**src/rtl/mrp_pkg.sv**
```systemverilog
// Shared types and constants for the motor position reply parser.
// No dependencies; imported by every module of the block except the checker.
`default_nettype none

package mrp_pkg;

	// Frame bytes and codes
	localparam logic [7:0]  CODE_POSITION = 8'h36;
	localparam logic [7:0]  TAIL_BYTE     = 8'h6B;

	// Configuration register indexes and reset values
	localparam logic        REG_DEVICE_ADDRESS = 1'b0;
	localparam logic        REG_POSITION_LIMIT = 1'b1;
	localparam logic [7:0]  DEV_ADDR_RST       = 8'h01;
	localparam logic [16:0] POS_LIMIT_RST      = 17'h10000;
	localparam int          CFG_DATA_W         = 17;

	// Scaling: tenths = count * 3600 / 65536, full turn saturates at 3600
	localparam logic [12:0] TENTHS_FULL = 13'd3600;
	// Degrees: (|t| + 5) / 10 via multiply by ceil(65536 / 10), shift by 16
	localparam logic [11:0] ROUND_HALF  = 12'd5;
	localparam logic [12:0] RECIP_TEN   = 13'd6554;

	// Completed-frame event from the byte parser
	typedef struct packed {
		logic        hit;
		logic        neg;
		logic [16:0] count;
	} frame_evt_t;

	// Stage-one payload: one beat worth of result before degree rounding
	typedef struct packed {
		logic        updated;
		logic        have;
		logic [12:0] tenths;
	} angle_s1_t;

endpackage

`default_nettype wire

```
**src/rtl/mrp_frame.sv**
```systemverilog
// Byte-level reply frame parser: stage tracking, sign and count capture.
// Depends on mrp_pkg for frame constants and the frame event type.
`default_nettype none

module mrp_frame import mrp_pkg::*; (
	input  wire logic        clk,
	input  wire logic        arst_n,
	input  wire logic        accept,
	input  wire logic [7:0]  rx_byte,
	input  wire logic [7:0]  device_address,
	input  wire logic [16:0] position_limit,
	output frame_evt_t       evt
);

	localparam logic [3:0] ST_ADDR = 4'd0;
	localparam logic [3:0] ST_CODE = 4'd1;
	localparam logic [3:0] ST_SIGN = 4'd2;
	localparam logic [3:0] ST_B3   = 4'd3;
	localparam logic [3:0] ST_B2   = 4'd4;
	localparam logic [3:0] ST_B1   = 4'd5;
	localparam logic [3:0] ST_B0   = 4'd6;
	localparam logic [3:0] ST_TAIL = 4'd7;
	localparam logic [3:0] ST_SKIP = 4'd8;

	logic [3:0]  stage_q, stage_d;
	logic        neg_q, neg_d;
	logic [31:0] count_q, count_d;
	logic        tail_ok;

	// Only position replies reach the tail stage, so the code is known there
	assign tail_ok = (count_q <= {15'd0, position_limit});

	// Next stage and captured fields for the current byte
	always_comb begin
		stage_d = stage_q;
		neg_d   = neg_q;
		count_d = count_q;
		evt     = '0;
		evt.neg   = neg_q;
		evt.count = count_q[16:0];
		case (stage_q)
			ST_ADDR: begin
				if (rx_byte == device_address) stage_d = ST_CODE;
			end
			ST_CODE: begin
				stage_d = (rx_byte == CODE_POSITION) ? ST_SIGN : ST_SKIP;
			end
			ST_SIGN: begin
				neg_d   = (rx_byte != 8'd0);
				stage_d = ST_B3;
			end
			ST_B3: begin
				count_d = {rx_byte, 24'd0};
				stage_d = ST_B2;
			end
			ST_B2: begin
				count_d[23:16] = rx_byte;
				stage_d = ST_B1;
			end
			ST_B1: begin
				count_d[15:8] = rx_byte;
				stage_d = ST_B0;
			end
			ST_B0: begin
				count_d[7:0] = rx_byte;
				stage_d = ST_TAIL;
			end
			ST_TAIL: begin
				if (rx_byte == TAIL_BYTE) begin
					evt.hit = accept && tail_ok;
					stage_d = ST_ADDR;
				end else if (rx_byte == device_address) begin
					// bad tail that looks like an address restarts the frame
					stage_d = ST_CODE;
				end else begin
					stage_d = ST_ADDR;
				end
			end
			ST_SKIP: begin
				if (rx_byte == TAIL_BYTE) stage_d = ST_ADDR;
			end
			default: begin
				stage_d = ST_ADDR;
			end
		endcase
	end

	// Advance parser state on each accepted beat
	always_ff @(posedge clk or negedge arst_n) begin
		if (!arst_n) begin
			stage_q <= ST_ADDR;
			neg_q   <= 1'b0;
			count_q <= 32'd0;
		end else if (accept) begin
			stage_q <= stage_d;
			neg_q   <= neg_d;
			count_q <= count_d;
		end
	end

endmodule

`default_nettype wire

```
**src/rtl/mrp_tenths.sv**
```systemverilog
// Count-to-tenths scaling, latest-angle hold and the stage-one register.
// Depends on mrp_pkg for the frame event and stage-one payload types.
`default_nettype none

module mrp_tenths import mrp_pkg::*; (
	input  wire logic       clk,
	input  wire logic       arst_n,
	input  wire logic       accept,
	input  wire frame_evt_t evt,
	output angle_s1_t       data_s1
);

	logic [28:0] prod;
	logic [12:0] mag_raw, mag, tenths_new;
	logic [12:0] stored_q, stored_d;
	logic        have_q, have_d;

	// Scale count by 3600/65536, saturate at a full turn, apply sign
	assign prod       = {12'd0, evt.count} * {16'd0, TENTHS_FULL};
	assign mag_raw    = prod[28:16];
	assign mag        = (mag_raw > TENTHS_FULL) ? TENTHS_FULL : mag_raw;
	assign tenths_new = evt.neg ? (13'd0 - mag) : mag;

	assign stored_d = evt.hit ? tenths_new : stored_q;
	assign have_d   = have_q | evt.hit;

	// Hold the latest accepted angle
	always_ff @(posedge clk or negedge arst_n) begin
		if (!arst_n) begin
			stored_q <= 13'd0;
			have_q   <= 1'b0;
		end else if (accept) begin
			stored_q <= stored_d;
			have_q   <= have_d;
		end
	end

	// Load stage-one payload with each accepted beat
	always_ff @(posedge clk) begin
		if (accept) begin
			data_s1.updated <= evt.hit;
			data_s1.have    <= have_d;
			data_s1.tenths  <= stored_d;
		end
	end

endmodule

`default_nettype wire

```
**src/rtl/mrp_degrees.sv**
```systemverilog
// Degree rounding and the result register driving the output payload.
// Depends on mrp_pkg for the stage-one payload type and rounding constants.
`default_nettype none

module mrp_degrees import mrp_pkg::*; (
	input  wire logic          clk,
	input  wire logic          load,
	input  wire angle_s1_t     data_s1,
	output logic               position_valid,
	output logic               position_updated,
	output logic signed [12:0] angle_tenths,
	output logic signed [9:0]  angle_degrees
);

	logic        neg;
	logic [11:0] mag;
	logic [11:0] biased;
	logic [24:0] prod;
	logic [8:0]  quot;
	logic [9:0]  deg;

	// Round |t|/10 half away from zero, then restore the sign
	assign neg    = data_s1.tenths[12];
	assign mag    = neg ? 12'(13'd0 - data_s1.tenths) : data_s1.tenths[11:0];
	assign biased = mag + ROUND_HALF;
	assign prod   = {13'd0, biased} * {12'd0, RECIP_TEN};
	assign quot   = prod[24:16];
	assign deg    = neg ? (10'd0 - {1'b0, quot}) : {1'b0, quot};

	// Result register
	always_ff @(posedge clk) begin
		if (load) begin
			position_valid   <= data_s1.have;
			position_updated <= data_s1.updated;
			angle_tenths     <= data_s1.tenths;
			angle_degrees    <= deg;
		end
	end

endmodule

`default_nettype wire

```
**src/rtl/motor_position_reply_parser.sv**
```systemverilog
// Top level: configuration registers, handshake control, parser and result stages.
// Depends on mrp_pkg, mrp_frame, mrp_tenths and mrp_degrees.
//
//   channel   direction  handshake              payload
//   input     in         in_valid / in_stall    rx_byte
//   result    out        out_valid / out_stall  position_valid, position_updated,
//                                               angle_tenths, angle_degrees
//   config    in         cfg_we                 cfg_index, cfg_data
//
// One result beat per input byte; a byte can be taken every cycle while the
// result side does not stall. Parser and scaling load stage one, degree rounding
// loads the result register. Reset clears parser state, the held angle and the
// stage valid flags. Stall on the result side backs up through stage one to
// in_stall; bubbles are squeezed out while a result waits.
`default_nettype none

module motor_position_reply_parser import mrp_pkg::*; (
	input  wire logic                  clk,
	input  wire logic                  arst_n,
	input  wire logic                  in_valid,
	output logic                       in_stall,
	input  wire logic [7:0]            rx_byte,
	output logic                       out_valid,
	input  wire logic                  out_stall,
	output logic                       position_valid,
	output logic                       position_updated,
	output logic signed [12:0]         angle_tenths,
	output logic signed [9:0]          angle_degrees,
	input  wire logic                  cfg_we,
	input  wire logic                  cfg_index,
	input  wire logic [CFG_DATA_W-1:0] cfg_data
);

	logic [7:0]  device_address_q;
	logic [16:0] position_limit_q;
	logic        valid_s1;
	logic        out_valid_q;
	logic        ready_out, ready_s1, accept;
	frame_evt_t  evt;
	angle_s1_t   data_s1;

	// Configuration writes
	always_ff @(posedge clk or negedge arst_n) begin
		if (!arst_n) begin
			device_address_q <= DEV_ADDR_RST;
			position_limit_q <= POS_LIMIT_RST;
		end else if (cfg_we) begin
			case (cfg_index)
				REG_DEVICE_ADDRESS: device_address_q <= cfg_data[7:0];
				REG_POSITION_LIMIT: position_limit_q <= cfg_data[16:0];
				default: ;
			endcase
		end
	end

	// Per-stage ready chain
	assign ready_out = !out_valid_q || !out_stall;
	assign ready_s1  = !valid_s1 || ready_out;
	assign in_stall  = !ready_s1;
	assign accept    = in_valid && ready_s1;
	assign out_valid = out_valid_q;

	// Stage valid flags
	always_ff @(posedge clk or negedge arst_n) begin
		if (!arst_n) begin
			valid_s1    <= 1'b0;
			out_valid_q <= 1'b0;
		end else begin
			if (ready_s1)  valid_s1    <= accept;
			if (ready_out) out_valid_q <= valid_s1;
		end
	end

	mrp_frame u_frame (
		.clk            (clk),
		.arst_n         (arst_n),
		.accept         (accept),
		.rx_byte        (rx_byte),
		.device_address (device_address_q),
		.position_limit (position_limit_q),
		.evt            (evt)
	);

	mrp_tenths u_tenths (
		.clk     (clk),
		.arst_n  (arst_n),
		.accept  (accept),
		.evt     (evt),
		.data_s1 (data_s1)
	);

	mrp_degrees u_degrees (
		.clk              (clk),
		.load             (valid_s1 && ready_out),
		.data_s1          (data_s1),
		.position_valid   (position_valid),
		.position_updated (position_updated),
		.angle_tenths     (angle_tenths),
		.angle_degrees    (angle_degrees)
	);

endmodule

`default_nettype wire

```
**config.mk**
```make
export PLATFORM = sky130hd
export DESIGN_NAME = motor_position_reply_parser
export DESIGN_NICKNAME = d
export VERILOG_FILES = /design/src/rtl/mrp_pkg.sv /design/src/rtl/mrp_frame.sv /design/src/rtl/mrp_tenths.sv /design/src/rtl/mrp_degrees.sv /design/src/rtl/motor_position_reply_parser.sv
export SDC_FILE = /design/constraint.sdc
export NUM_CORES = 1
export LEC_CHECK = 0
export ABC_AREA = 1
export BUFFER_PORTS_ARGS = -buffer_cell sky130_fd_sc_hd__buf_2
export CAP_MARGIN = 30
export CORE_MARGIN = 10
export CORE_UTILIZATION = 31
export CTS_CLUSTER_SIZE = 28
export DETAILED_ROUTE_END_ITERATION = 12
export SETUP_SLACK_MARGIN = 0.4
export SYNTH_ARGS = -nofsm -noshare
export SYNTH_HDL_FRONTEND = slang
export SYNTH_SLANG_ARGS = --single-unit
```
**constraint.sdc**
```tcl
create_clock -name clk -period 8.1 [get_ports clk]
set_input_delay 0.405 -clock clk [delete_from_list [all_inputs] [get_ports clk]]
set_output_delay 0.405 -clock clk [all_outputs]
set_load 0.01 [all_outputs]
```
* Yosys cells after proc, flatten, opt, wreduce, memory -nomap -nowiden
Cells that the tools add are included.
Widths: inputs -> output; s select.
** Cells by class
- Add/subtract/negate cells :: 4
- Multiply operators :: 2
- Divide/modulo/power cells :: 0
- $lt $le $gt $ge :: 2
- Equality and inequality tests :: 13
- Shift-type cells :: 0
- Mux-type cells :: 16
- Bitwise operators :: 2
- Reductions and logical operators :: 22
** Operator list (count)
- $pmux 8 s2 :: 3
- $mux 13 :: 3
- $pmux 4 s9 :: 1
- $le 32x17->1 :: 1
- $mul 17x8->25 const B :: 1
- $mul 12x12->24 const B :: 1
- $eq 4x3->1 const B :: 4
- $mux 4 :: 4
- $reduce_and 2->1 :: 7
- $gt 13x12->1 const B :: 1
- $sub 1x13->13 const A :: 1
- $add 12x3->12 const B :: 1
- $mux 12 :: 1
- $sub 1x12->12 const A :: 1
- $sub 1x9->10 const A :: 1
- $mux 9 :: 1
- $eq 4x2->1 const B :: 2
- $eq 8x6->1 const B :: 1
- $eq 8x7->1 const B :: 1
- $eq 8x8->1 :: 1
- $reduce_bool 8->1 :: 1
- $reduce_bool 2->1 :: 3
- $eq 4x1->1 const B :: 1
- $eq 4x4->1 const B :: 1
- other kinds (9) :: 18
** Storage, ports and cells
- Flip-flop bits (word level) :: 118
- Latch bits :: 0
- RAM bits :: 0
- ROM bits :: 0
- Input bits :: 31
- Output and inout port bits :: 27
- Word-level logic and storage cells :: 81
- Memories kept :: 0

* Logic depth before layout (Yosys ltp)
Gate-level depths: netlist of the first run.
- Depth after elaboration :: 8
- Mapped depth :: 41

* Modules after synthesis
A second synthesis of the first run with hierarchy kept.
** Unflattened totals
- Cells, all modules :: 1462
- Area total of the unflattened synthesis :: 11795.1 µm²
** Modules (own cells, without submodules)
- mrp_degrees :: instances 1, cells each 521, area an instance 4342.9 µm², seq. area each 750.7 µm²
- mrp_tenths :: instances 1, cells each 525, area an instance 3917.5 µm², seq. area each 800.8 µm²
- mrp_frame :: instances 1, cells each 295, area an instance 2417.3 µm², seq. area each 925.9 µm²
- motor_position_reply_parser :: instances 1, cells each 121, area an instance 1117.3 µm², seq. area each 678.2 µm²

* Worst setup path after synthesis of the first run
Ideal clock, no wire load.
- Path kind :: register to register
- Start point :: reg u_tenths.data_s1[0] (netlist name)
- End point :: reg u_degrees.angle_degrees[7], data pin
- Setup time :: 254 ps
- Arrival :: 6219 ps
- Required time :: 7846 ps
- Path slack :: 1627 ps
- Cell stages (with the launch flop) :: 42
- Buffers on the path :: 0
- Path through :: edfxtp_1 -> inv_1 -> ha_1 -> inv_1 -> nor3_1 -> inv_1 -> nor3_1 -> inv_1 -> nand2_1 -> xor2_1 -> inv_1 -> nor2_1 -> nand2_1 -> xor2_1 -> inv_1 -> ha_1 -> inv_1 -> fa_1 -> [... 6 more ...] -> ha_1 -> nand2_1 -> inv_1 -> nand3_1 -> nor3_1 -> nand2_1 -> nand3_1 -> nand2_1 -> nand2_1 -> nand2_1 -> nand2_1 -> xnor2_1 -> nand3_1 -> nor2_1 -> nand4_1 -> nand2_1 -> xnor2_1 -> inv_1
** On the way
- Longest elaborated chain between the ends :: 6
** Ends and longest elaborated chain
- $sub 1x12->12 :: line mrp_degrees.sv:24 : assign mag = neg ? 12'(13'd0 - data_s1.tenths) : data_s1.tenths[11:0];
- $mux 12 * :: line mrp_degrees.sv:24
- $add 12x3->12 * :: line mrp_degrees.sv:25 : assign biased = mag + ROUND_HALF;
- $mul 12x12->24 * :: line mrp_degrees.sv:26 : assign prod = {13'd0, biased} * {12'd0, RECIP_TEN};
- $sub 1x9->10 :: line mrp_degrees.sv:28 : assign deg = neg ? (10'd0 - {1'b0, quot}) : {1'b0, quot};
- $mux 9 * :: line mrp_degrees.sv:28
- net u_degrees.deg[7] :: line mrp_degrees.sv:20 : logic [9:0] deg;
- to (signal assigned) :: line mrp_degrees.sv:36 : angle_degrees <= deg;
- to (decl) :: line mrp_degrees.sv:12 : output logic signed [9:0] angle_degrees
Mark *: on every way through the listed nets, which the timed path passes. The rest lies on a longest branch.
A chain may end at the register's enable or synchronous reset.

* Worst setup path after layout of the first run
- Start point :: reg u_tenths.data_s1[0] (netlist name)
- End point :: reg u_degrees.angle_degrees[7], data pin
** On the way
- Longest elaborated chain between the ends :: 6
** Ends and longest elaborated chain (line)
- $sub 1x12->12 :: mrp_degrees.sv:24
- $mux 12 * :: mrp_degrees.sv:24
- $add 12x3->12 * :: mrp_degrees.sv:25
- $mul 12x12->24 * :: mrp_degrees.sv:26
- $sub 1x9->10 :: mrp_degrees.sv:28
- $mux 9 * :: mrp_degrees.sv:28
- net u_degrees.deg[7] :: mrp_degrees.sv:20
Marks and branches as above.

==> results.md, run 1 <==
- First-pass DRT Iterations: 5
- DRC viols: 0
- Flip-flop and latch count after synthesis: 118
- Reg clk slew, reported paths: about 0.05 ns
- Post-synthesis cell count: 1338
- Adder-Cell Fraction of Synth Area: around 30%
- Top cells by area, synth: ha_1 19%, dfrtp_1 17%, edfxtp_1 11%
- Start point of the worst hold path: cfg_data[16]
- FF-to-FF Start: u_tenths.data_s1[0]
- CP max stage cell: fa_1
- WHS: about 0.22 ns
- Initial core utilization: 31.2%
- XOR/XNOR Fraction of Synth Area: slightly below 4%
- Number of synthesized flops with an enable pin: 40
- Run status: finished, final reports clean
- DIE AREA: between 40000 and 50000 sq um
- Initial antenna violation count: 0
- Worst path buffer plus inverter count: 12
- Worst-Margin Slew: ~0.94 ns
- Vias in the first global route: just under 9000
- Setup TNS: 0 ns
- TritonCTS Buffers: 17
- Largest family of logic cells by synthesized area: adder cells
- H-tree depth: 4
- RSZ-0062 raised after global routing: false
- GRT Max-Usage Layer: met2
- Post-synth top area share: 19.4%
- Cell mode on critical path: inv_1
- Tightest Hold Check Type: in -> reg
- Setup-failing EPs final: 0
- First-pass GRT wire length: ~42000 um
- Largest net degree at the start of global routing: 49
- Root Driver: clkbuf_16
- Top-Level Pins: between 50 and 60
- Min cycle time layout: around 7 ns
- Max-cap violations: 0
- Fin area: about 13000 sq um
- Top-count cell post-synth: inv_1
- Iter 0 DRT Violations: about 480
- Post-synth top cells: 291 x inv_1, 266 x nand2_1, 171 x ha_1
- Final setup skew: about 0.0092 ns
- Ratio of cells with drive above 1 in the final layout: roughly a tenth
- Port Buffers: 57
- Mapped Area: 11100 sq um
- Synth Area in Simple Gates: around a fifth
- CP top delay family: adder cells
- GRT overflow: 0
- Ys Warns: 0
- Slew HR: 37.2%
- Arr. time, crit path: between 7 and 8 ns
- Detailed placer's ending HPWL: roughly 20000 um
- Clock sink count: roughly 120
- Setup crit start: u_tenths.data_s1[0]
- Synthesized area per cell: roughly 8.3 sq um
- Met2 Resource Use GR: 19.4%
- Area Overhead vs Synth: 13.4%
- Met1 Use GR: around 15%
- Die X: roughly 210 um
- Placed cell areas: 11900 sq um
- CP Launch Type: flop
- Core area: about 35000 sq um
- Clock tree buffer depth: 2
- Die Ht: around 210 um
- Antenna Nets Post-Route: 0
- Skew-Pair Late Insertion Delay: between 0.4 and 0.5 ns
- Synth cell types: 42
- Mux cell area share after synthesis: 0%
- Synth async-reset ratio: 66.1%
- Routability cong.: a little under 0.9
- Total number of vias: 8551
- Ys flop type: dfrtp_1
- CTS tree: done
- Post-synthesis compound-gate area fraction: ~7.4%
- Cell row count: 69
- Syn_nets: 1600
- Vias per Instance: between 4 and 5
- Max-slew violations: 0
- Seq/Total Area, Yosys: 28.5%
- Routed wire per std cell: between 10 and 15 um
- Max incr delay on CP: between 0.5 and 0.6 ns
- Reg-to-reg setup timing slack: roughly 1.1 ns
- Fmax: around 0.14 GHz
- Area leader, netlist: ha_1
- FILL cells: approximately 3700
- CP endpoint kind: flop
- Period utilization: a little under 90%
- Nets: approximately 1700
- Crit path max fanout: 5
- Critical Path RT: 8.28 ns
- GR met3 Demand/Resource: between 2 and 2.5%
- Setup CP Type: reg -> reg
- Gr usage total: 11.5%
- Final Hold Viols: 0
- Final wirelength: between 20000 and 25000 um
- Ant. Diodes: 0
[per-stage QoR]
stage / setup WS [ns] / utilization, % / cells
CTS: 0.932 / 35.2 / 1877
detailed placement: 0.968 / 33.6 / 1844
floorplan: 1.63 / - / 1338
finish: 1.08 / 35.4 / 1883
global route: 0.450 / 35.4 / 1883
global placement: 1.07 / 33.5 / 1843
[metal layers]
layer  routed length (um)  vias to the layer above
met1                11800                     3973
met3                  755                       21
met2                11400                      126
met5                    0                        -
li1                     -                     4431
met4                  295                        0
[area by class of cell]
class                   count  area [sq um]  area share, %
well taps                 461           577           4.60
clock buffers              19           433           3.45
clock inverters            13           131           1.05
inverters                 297          1110           8.89
repair buffers             67           385           3.07
flip-flops and latches    118          3160           25.2
multi-input cells         908          6740           53.8
[state kept, by name (all words and copies together) (netlist names)]
name / flops
u_degrees.angle_degrees: 10
u_tenths.have_q: 1
u_degrees.position_updated: 1
u_degrees.angle_tenths: 13
u_frame.neg_q: 1
device_address_q: 8
position_limit_q: 17
u_frame.count_q: 32
valid_s1: 1
out_valid: 1
u_tenths.data_s1: 15
u_tenths.stored_q: 13
u_frame.stage_q: 4
u_degrees.position_valid: 1
[logic make-up (layout without fill, tap and decap cells)]
group | after synthesis | count (layout)
xor+xnor | 49 | 49
flops | 118 | 118
simple gates | 477 | 477
fa+ha+maj | 231 | 231
buf+inv | 312 | 396
compound gates | 151 | 151
[worst min-delay path: stages]
cell     delay (ns)
buf_2          0.10
nor2_1         0.09
a21oi_1        0.04
[path summary, 6_finish.rpt]
path,end,depth (start not counted)
max,u_degrees.angle_degrees[7],41
min,position_limit_q[16],3
max reg2reg,u_degrees.angle_degrees[7],41
min reg2reg,u_degrees.position_updated,0
max in group asynchronous,u_tenths.stored_q[1],3
min in group asynchronous,device_address_q[2],2
[cell usage in the layout (no fill, tap or decap), drive strengths merged, types with 2 or more instances in the layout]
| master | count |
|---|---|
| a21o | 2 |
| dfrtp | 76 |
| o21bai | 2 |
| nor3 | 18 |
| clkbuf | 19 |
| xor2 | 26 |
| o31ai | 6 |
| nand2 | 279 |
| o22ai | 18 |
| ha | 171 |
| nand4 | 22 |
| a21oi | 52 |
| bufinv | 2 |
| buf | 66 |
| inv | 298 |
| o21ai | 64 |
| and2 | 2 |
| nand3 | 63 |
| fa | 60 |
| nand3b | 8 |
| clkinv | 10 |
| or2 | 4 |
| nor4 | 11 |
| dfstp | 2 |
| edfxtp | 40 |
| xnor2 | 23 |
| nor2 | 69 |
| o21a | 3 |
[what timing repair did]
action	CTS	global route
endpoints found under the setup margin	0	4
setup buffers	0	6
gates resized for setup	0	3
hold buffers	1	0
hold endpoints to repair	28	0
Power of run 1 is left out: the tool's default activity adds up to more than one toggle a clock period on the data nets, which glitch-free logic cannot reach.
==> run 2: changes to the inputs <==
- CORE_UTILIZATION: 31 -> 61
- PLACE_DENSITY: unset -> 0.81
==> run 2 against run 1 <==
Effect of this change:
- global-route usage increased by 9.3 points
- hold slack got worse by 0.0035 ns
- setup slack got worse by 0.0060 ns
- count of clock-buffer cells in the layout decreased by 2
- utilization increased by 33 points
- via count increased by 4.7%
==> results.md, run 2 (synthesis results as in run 1) <==
- Run status: finished, final reports clean
- Cell row count: 49 (-29%)
- Largest net degree at the start of global routing: 65 (+33%)
- Area of the multi-input gates: 6730 sq um (about the same)
- Min cycle time layout: 7.03 ns (+0.00604 ns)
- First-pass DRT Iterations: 6 (+1)
- Max incr delay on CP: 0.53 ns (about the same)
- Fmax: 0.142 GHz (about the same)
- Final setup skew: 0.0124 ns (+0.00321 ns)
- Die Ht: 155 um (-26%)
- GRT overflow: 0 (unchanged)
- Cell mode on critical path: nand2_1
- Tightest Hold Check Type: in -> reg
- Antenna Nets Post-Route: 0 (unchanged)
- Vias in the first global route: 8963 (+2.7%)
- Root Driver: clkbuf_16
- Ratio of cells with drive above 1 in the final layout: 9.65% (+0.014 points)
- Vias per Instance: 5.43 (+20%)
- Worst-Margin Slew: 0.903 ns (-0.0369 ns)
- Max-cap violations: 0 (unchanged)
- Arr. time, crit path: 7.22 ns (+0.02 ns)
- Top reg by flops: u_frame.count_q
- Most common cell after layout, fill and taps aside: inv_1
- Detailed placer's ending HPWL: 19300 um (-4.0%)
- H-tree depth: 4 (unchanged)
- Reg area: 3160 sq um (unchanged)
- Setup-failing EPs final: 0 (unchanged)
- Setup TNS: 0 ns (unchanged)
- CP Launch Type: flop
- Max FFs per register: 32 (unchanged)
- Ant. Diodes: 0 (unchanged)
- Final Hold Viols: 0 (unchanged)
- Crit path max fanout: 6 (+1)
- First-pass GRT wire length: 41400 um (-1.3%)
- Nets: 1669 (-0.12%)
- Clock sink count: 118 (unchanged)
- Top-Level Pins: 58 (unchanged)
- Area Overhead vs Synth: 11.0%
- Clock tree buffer depth: 2 (unchanged)
- RSZ-0062 raised after global routing: false
- Total number of vias: 8954 (+4.7%)
- Skew-Pair Late Insertion Delay: 0.43 ns (about the same)
- Iter 0 DRT Violations: 551 (+16%)
- Setup CP Type: reg -> reg
- Port Buffers: 57 (unchanged)
- Slew HR: 39.6% (+2.5 points)
- Critical Path RT: 8.29 ns (about the same)
- DRC viols: 0 (unchanged)
- Period utilization: 86.8% (about the same)
- Final wirelength: 24500 um (+1.3%)
- CP endpoint kind: flop
- Largest registers: u_frame.count_q: 32 flops, position_limit_q: 17 flops, u_tenths.data_s1: 15 flops
- Commonest cells after routing, fill and taps aside: 290 x inv_1, 266 x nand2_1, 171 x ha_1, 76 x dfrtp_1
- Initial antenna violation count: 0 (unchanged)
- CTS tree: done
- Die X: 155 um (-26%)
- Max-slew violations: 0 (unchanged)
- Core area: 17900 sq um (-49%)
- TritonCTS Buffers: 17 (unchanged)
- Reg clk slew, reported paths: 0.07 ns (+0.02 ns)
- Gr usage total: 20.8% (+9.3 points)
- FILL cells: 1414 (-61%)
- Routed wire per std cell: 14.9 um (+16%)
- CP max stage cell: fa_1
- Initial core utilization: 61.8% (+31 points)
- DIE AREA: 23900 sq um (-45%)
- Routability cong.: 0.949 (+7.5%)
run 2: cell count changes in the layout (fill, tap and decap cells not counted), moves of 3 or more:
cell and delta:
inv_8 +6, clkinv_4 -3, clkinv_8 +5, clkinv_2 -6
run 2: worst paths after layout:
| path | start | end | slack (ns) | depth (start not counted) |
|---|---|---|---|---|
| worst max-delay path | u_tenths.data_s1[0] | u_degrees.angle_degrees[7] | 1.07 | 38 |
| worst min-delay path | out_stall | out_valid | 0.21 | 3 |
| worst max register to register | u_tenths.data_s1[0] | u_degrees.angle_degrees[7] | 1.07 | 38 |
| worst min register to register | u_tenths.data_s1[13] | u_degrees.position_valid | 0.43 | 0 |
| max in group asynchronous | arst_n | device_address_q[0] | 7.09 | 3 |
| min in group asynchronous | arst_n | u_tenths.stored_q[8] | 0.39 | 2 |
run 2: metal layers:
metal	GRT usage, %	vias to the layer above	routed length, um
li1	-	4442	-
met1	24.7	4195	10400
met2	37.1	258	12400
met3	3.24	59	1080
met4	7.65	0	619
met5	0	-	0
run 2: area by class of cell:
class                           instances  area share, %
Clock buffer                           17           3.47
Clock inverter                         15           1.49
Inverter                              297           9.09
Multi-Input combinational cell        908           54.9
Sequential cell                       118           25.7
Tap cell                              229           2.34
Timing Repair Buffer                   65           3.02
run 2: worst max-delay path: cells and delay by family, from the launching register on:
family / cells / cell delay [ns]
adders and majority gates: 8 / 3.12
and+or+nand+nor: 17 / 1.70
buffers and inverters: 8 / 0.64
xor gates and xnor gates: 3 / 0.48
DFF: 1 / 0.48
AOI/OAI and AO/OA: 2 / 0.38
run 2: stage by stage:
| stage | worst slack, ns | utilization (%) | std cells | hold slack (ns) | instance area (sq um) |
|---|---|---|---|---|---|
| 6_report | 1.07 | 68.5 | 1649 | 0.212 | 12300 |
| 5_1_grt | 0.392 | 68.5 | 1649 | 0.219 | 12300 |
| 4_1_cts | 0.812 | 68.3 | 1645 | 0.205 | 12200 |
| 3_5_place_dp | 0.845 | 64.9 | 1612 | 0.300 | 11600 |
| 3_3_place_gp | 1.09 | 64.7 | 1611 | 0.401 | 11600 |
| 2_1_floorplan | 1.63 | - | 1338 | 0.109 | 11100 |
run 2: timing repair:
| item | 4_1_cts | 5_1_grt |
|---|---|---|
| setup buffers | 0 | 4 |
| hold endpoints to repair | 14 | 0 |
| hold buffers | 1 | 0 |
| gates resized for setup | 0 | 3 |
| setup endpoints to repair | 0 | 5 |
Power of run 2 is left out for the same reason.
==> run 3: changes to the inputs <==
- CELL_PAD_IN_SITES_DETAIL_PLACEMENT: unset -> 0
- CELL_PAD_IN_SITES_GLOBAL_PLACEMENT: unset -> 1
- CORE_UTILIZATION: 61 -> 48
- PLACE_DENSITY: 0.81 -> 0.83
==> run 3 against run 2 <==
Effect of this change:
- hold slack lost 0.0070 ns
- die area rose by 23%
- cell count is 3.4% higher
- critical endpoint unchanged
- largest cell class unchanged
- highest routed layer unchanged
==> results.md, run 3 (synthesis results as in run 1) <==
- Final wirelength: 24400 um (-0.66%)
- Total number of vias: 8556 (-4.4%)
- Initial core utilization: 48.8% (-13 points)
- Detailed placer's ending HPWL: 19900 um (+2.9%)
- Largest registers: u_frame.count_q: 32 flops, position_limit_q: 17 flops, u_tenths.data_s1: 15 flops
- Largest net degree at the start of global routing: 64 (-1.5%)
- Setup CP Type: reg -> reg
- Skew-Pair Late Insertion Delay: 0.43 ns (about the same)
- First-pass GRT wire length: 41700 um (+0.60%)
- Reg area: 3160 sq um (unchanged)
- Core area: 22600 sq um (+26%)
- Gr usage total: 17.5% (-3.3 points)
- Placed insts: 1668 (+3.5%)
- Max-slew violations: 0 (unchanged)
- Finished Layout Cells: 1705 (+3.4%)
- Clock tree buffer depth: 2 (unchanged)
- Initial antenna violation count: 0 (unchanged)
- Period utilization: 85.9% (-0.87 points)
- Ant. Diodes: 0 (unchanged)
- Final setup skew: 0.0175 ns (+0.00509 ns)
- Vias in the first global route: 8595 (-4.1%)
- CP max stage cell: fa_1
- Max layer used: met4
- WHS: 0.205 ns (-0.00704 ns)
- H-tree depth: 4 (unchanged)
- Routability cong.: 0.903 (-4.9%)
- First-pass DRT Iterations: 5 (-1)
- RSZ-0062 raised after global routing: false
- Max FFs per register: 32 (unchanged)
- Worst-Margin Slew: 0.900 ns (-0.00316 ns)
- Final core utilization: 54.4% (-14 points)
- Arr. time, crit path: 7.14 ns (-0.08 ns)
- Clock sink count: 118 (unchanged)
- Detail Route met2 WL: 11900 um (-3.9%)
- Cell row count: 55 (+12%)
- Slew HR: 39.8% (+0.21 points)
- Top reg by flops: u_frame.count_q
- Tightest Hold Check Type: in -> reg
- CP Launch Type: flop
- Max-cap violations: 0 (unchanged)
- TritonCTS Buffers: 17 (unchanged)
- Area of the multi-input gates: 6730 sq um (about the same)
- Met1 Routed Length: 11200 um (+7.5%)
- Root Driver: clkbuf_16
- Iter 0 DRT Violations: 386 (-30%)
- DIE AREA: 29500 sq um (+23%)
- Worst path buffer plus inverter count: 9 (+1)
- Critical Path RT: 8.28 ns (about the same)
- Vias per Instance: 5.02 (-7.6%)
- CP top delay family: adder cells
- Min cycle time layout: 6.96 ns (-0.0709 ns)
- Routed wire per std cell: 14.3 um (-3.9%)
- Routed wl met3: 753 um (-30%)
- Most common cell after layout, fill and taps aside: inv_1
- Commonest cells after routing, fill and taps aside: 291 x inv_1, 266 x nand2_1, 171 x ha_1, 76 x dfrtp_1, 63 x nor2_1
- Reg clk slew, reported paths: 0.07 ns (about the same)
- Ratio of cells with drive above 1 in the final layout: 9.51% (-0.14 points)
- Max incr delay on CP: 0.52 ns (about the same)
- Setup-failing EPs final: 0 (unchanged)
- Nets: 1669 (unchanged)
- FILL cells: 2094 (+48%)
- Final Hold Viols: 0 (unchanged)
- Port Buffers: 57 (unchanged)
- Fmax: 0.144 GHz (+1.0%)
- CTS tree: done
- GRT overflow: 0 (unchanged)
- Die Ht: 172 um (+11%)
- CP endpoint kind: flop
- Area Overhead vs Synth: 11.4%
- Crit path max fanout: 5 (-1)
- DRC viols: 0 (unchanged)
- Setup TNS: 0 ns (unchanged)
- Antenna Nets Post-Route: 0 (unchanged)
- Die X: 172 um (+11%)
- Top-Level Pins: 58 (unchanged)
- Run status: finished, final reports clean
[run 3: cell types whose count changed in the layout (fill, tap and decap cells not counted)]
cell    before  now
buf_4        7    8
inv_6        3    4
buf_16       1    0
inv_1      290  291
nor2_2       6    5
inv_2        6    5
nor2_1      62   63
inv_8        6    5
[run 3: tightest hold or removal path, stage by stage]
cell	delay, ns
buf_2	0.10
nor2_1	0.09
a21oi_1	0.04
[run 3: stage by stage]
stage          worst slack, ns  cell area [sq um]
2_1_floorplan             1.63              11100
3_3_place_gp             0.984              11700
3_5_place_dp             0.865              11700
4_1_cts                  0.814              12300
5_1_grt                  0.433              12300
6_report                  1.14              12300
[run 3: layout make-up]
class | instances | area share, %
multi-input cells | 908 | 54.7
clock buffers | 17 | 3.45
inverters | 297 | 9.05
flip-flops and latches | 118 | 25.6
clock inverters | 15 | 1.46
repair buffers | 65 | 2.84
well taps | 285 | 2.90
[run 3: what timing repair did]
item | CTS | global route
hold buffers | 1 | 0
gates resized for setup | 0 | 1
hold endpoints to repair | 15 | 0
buffers inserted | 0 | 4
endpoints found under the setup margin | 0 | 5
[run 3: layer usage]
layer	vias to the layer above	global-route usage, %
li1	4427	-
met1	3973	22.3
met2	126	30.2
met3	30	2.57
met4	0	5.21
met5	-	0
[run 3: path summary, 6_finish.rpt]
kind	from	endpoint	slack, ns	depth (start not counted)
worst min register to register	u_tenths.data_s1[14]	u_degrees.position_updated	0.44	0
min in group asynchronous	arst_n	position_limit_q[15]	0.39	2
worst min-delay path	cfg_data[16]	position_limit_q[16]	0.21	3
worst max register to register	u_tenths.data_s1[0]	u_degrees.angle_degrees[7]	1.14	38
worst max-delay path	u_tenths.data_s1[0]	u_degrees.angle_degrees[7]	1.14	38
max in group asynchronous	arst_n	u_frame.neg_q	6.64	3
Power of run 3 is left out for the same reason.
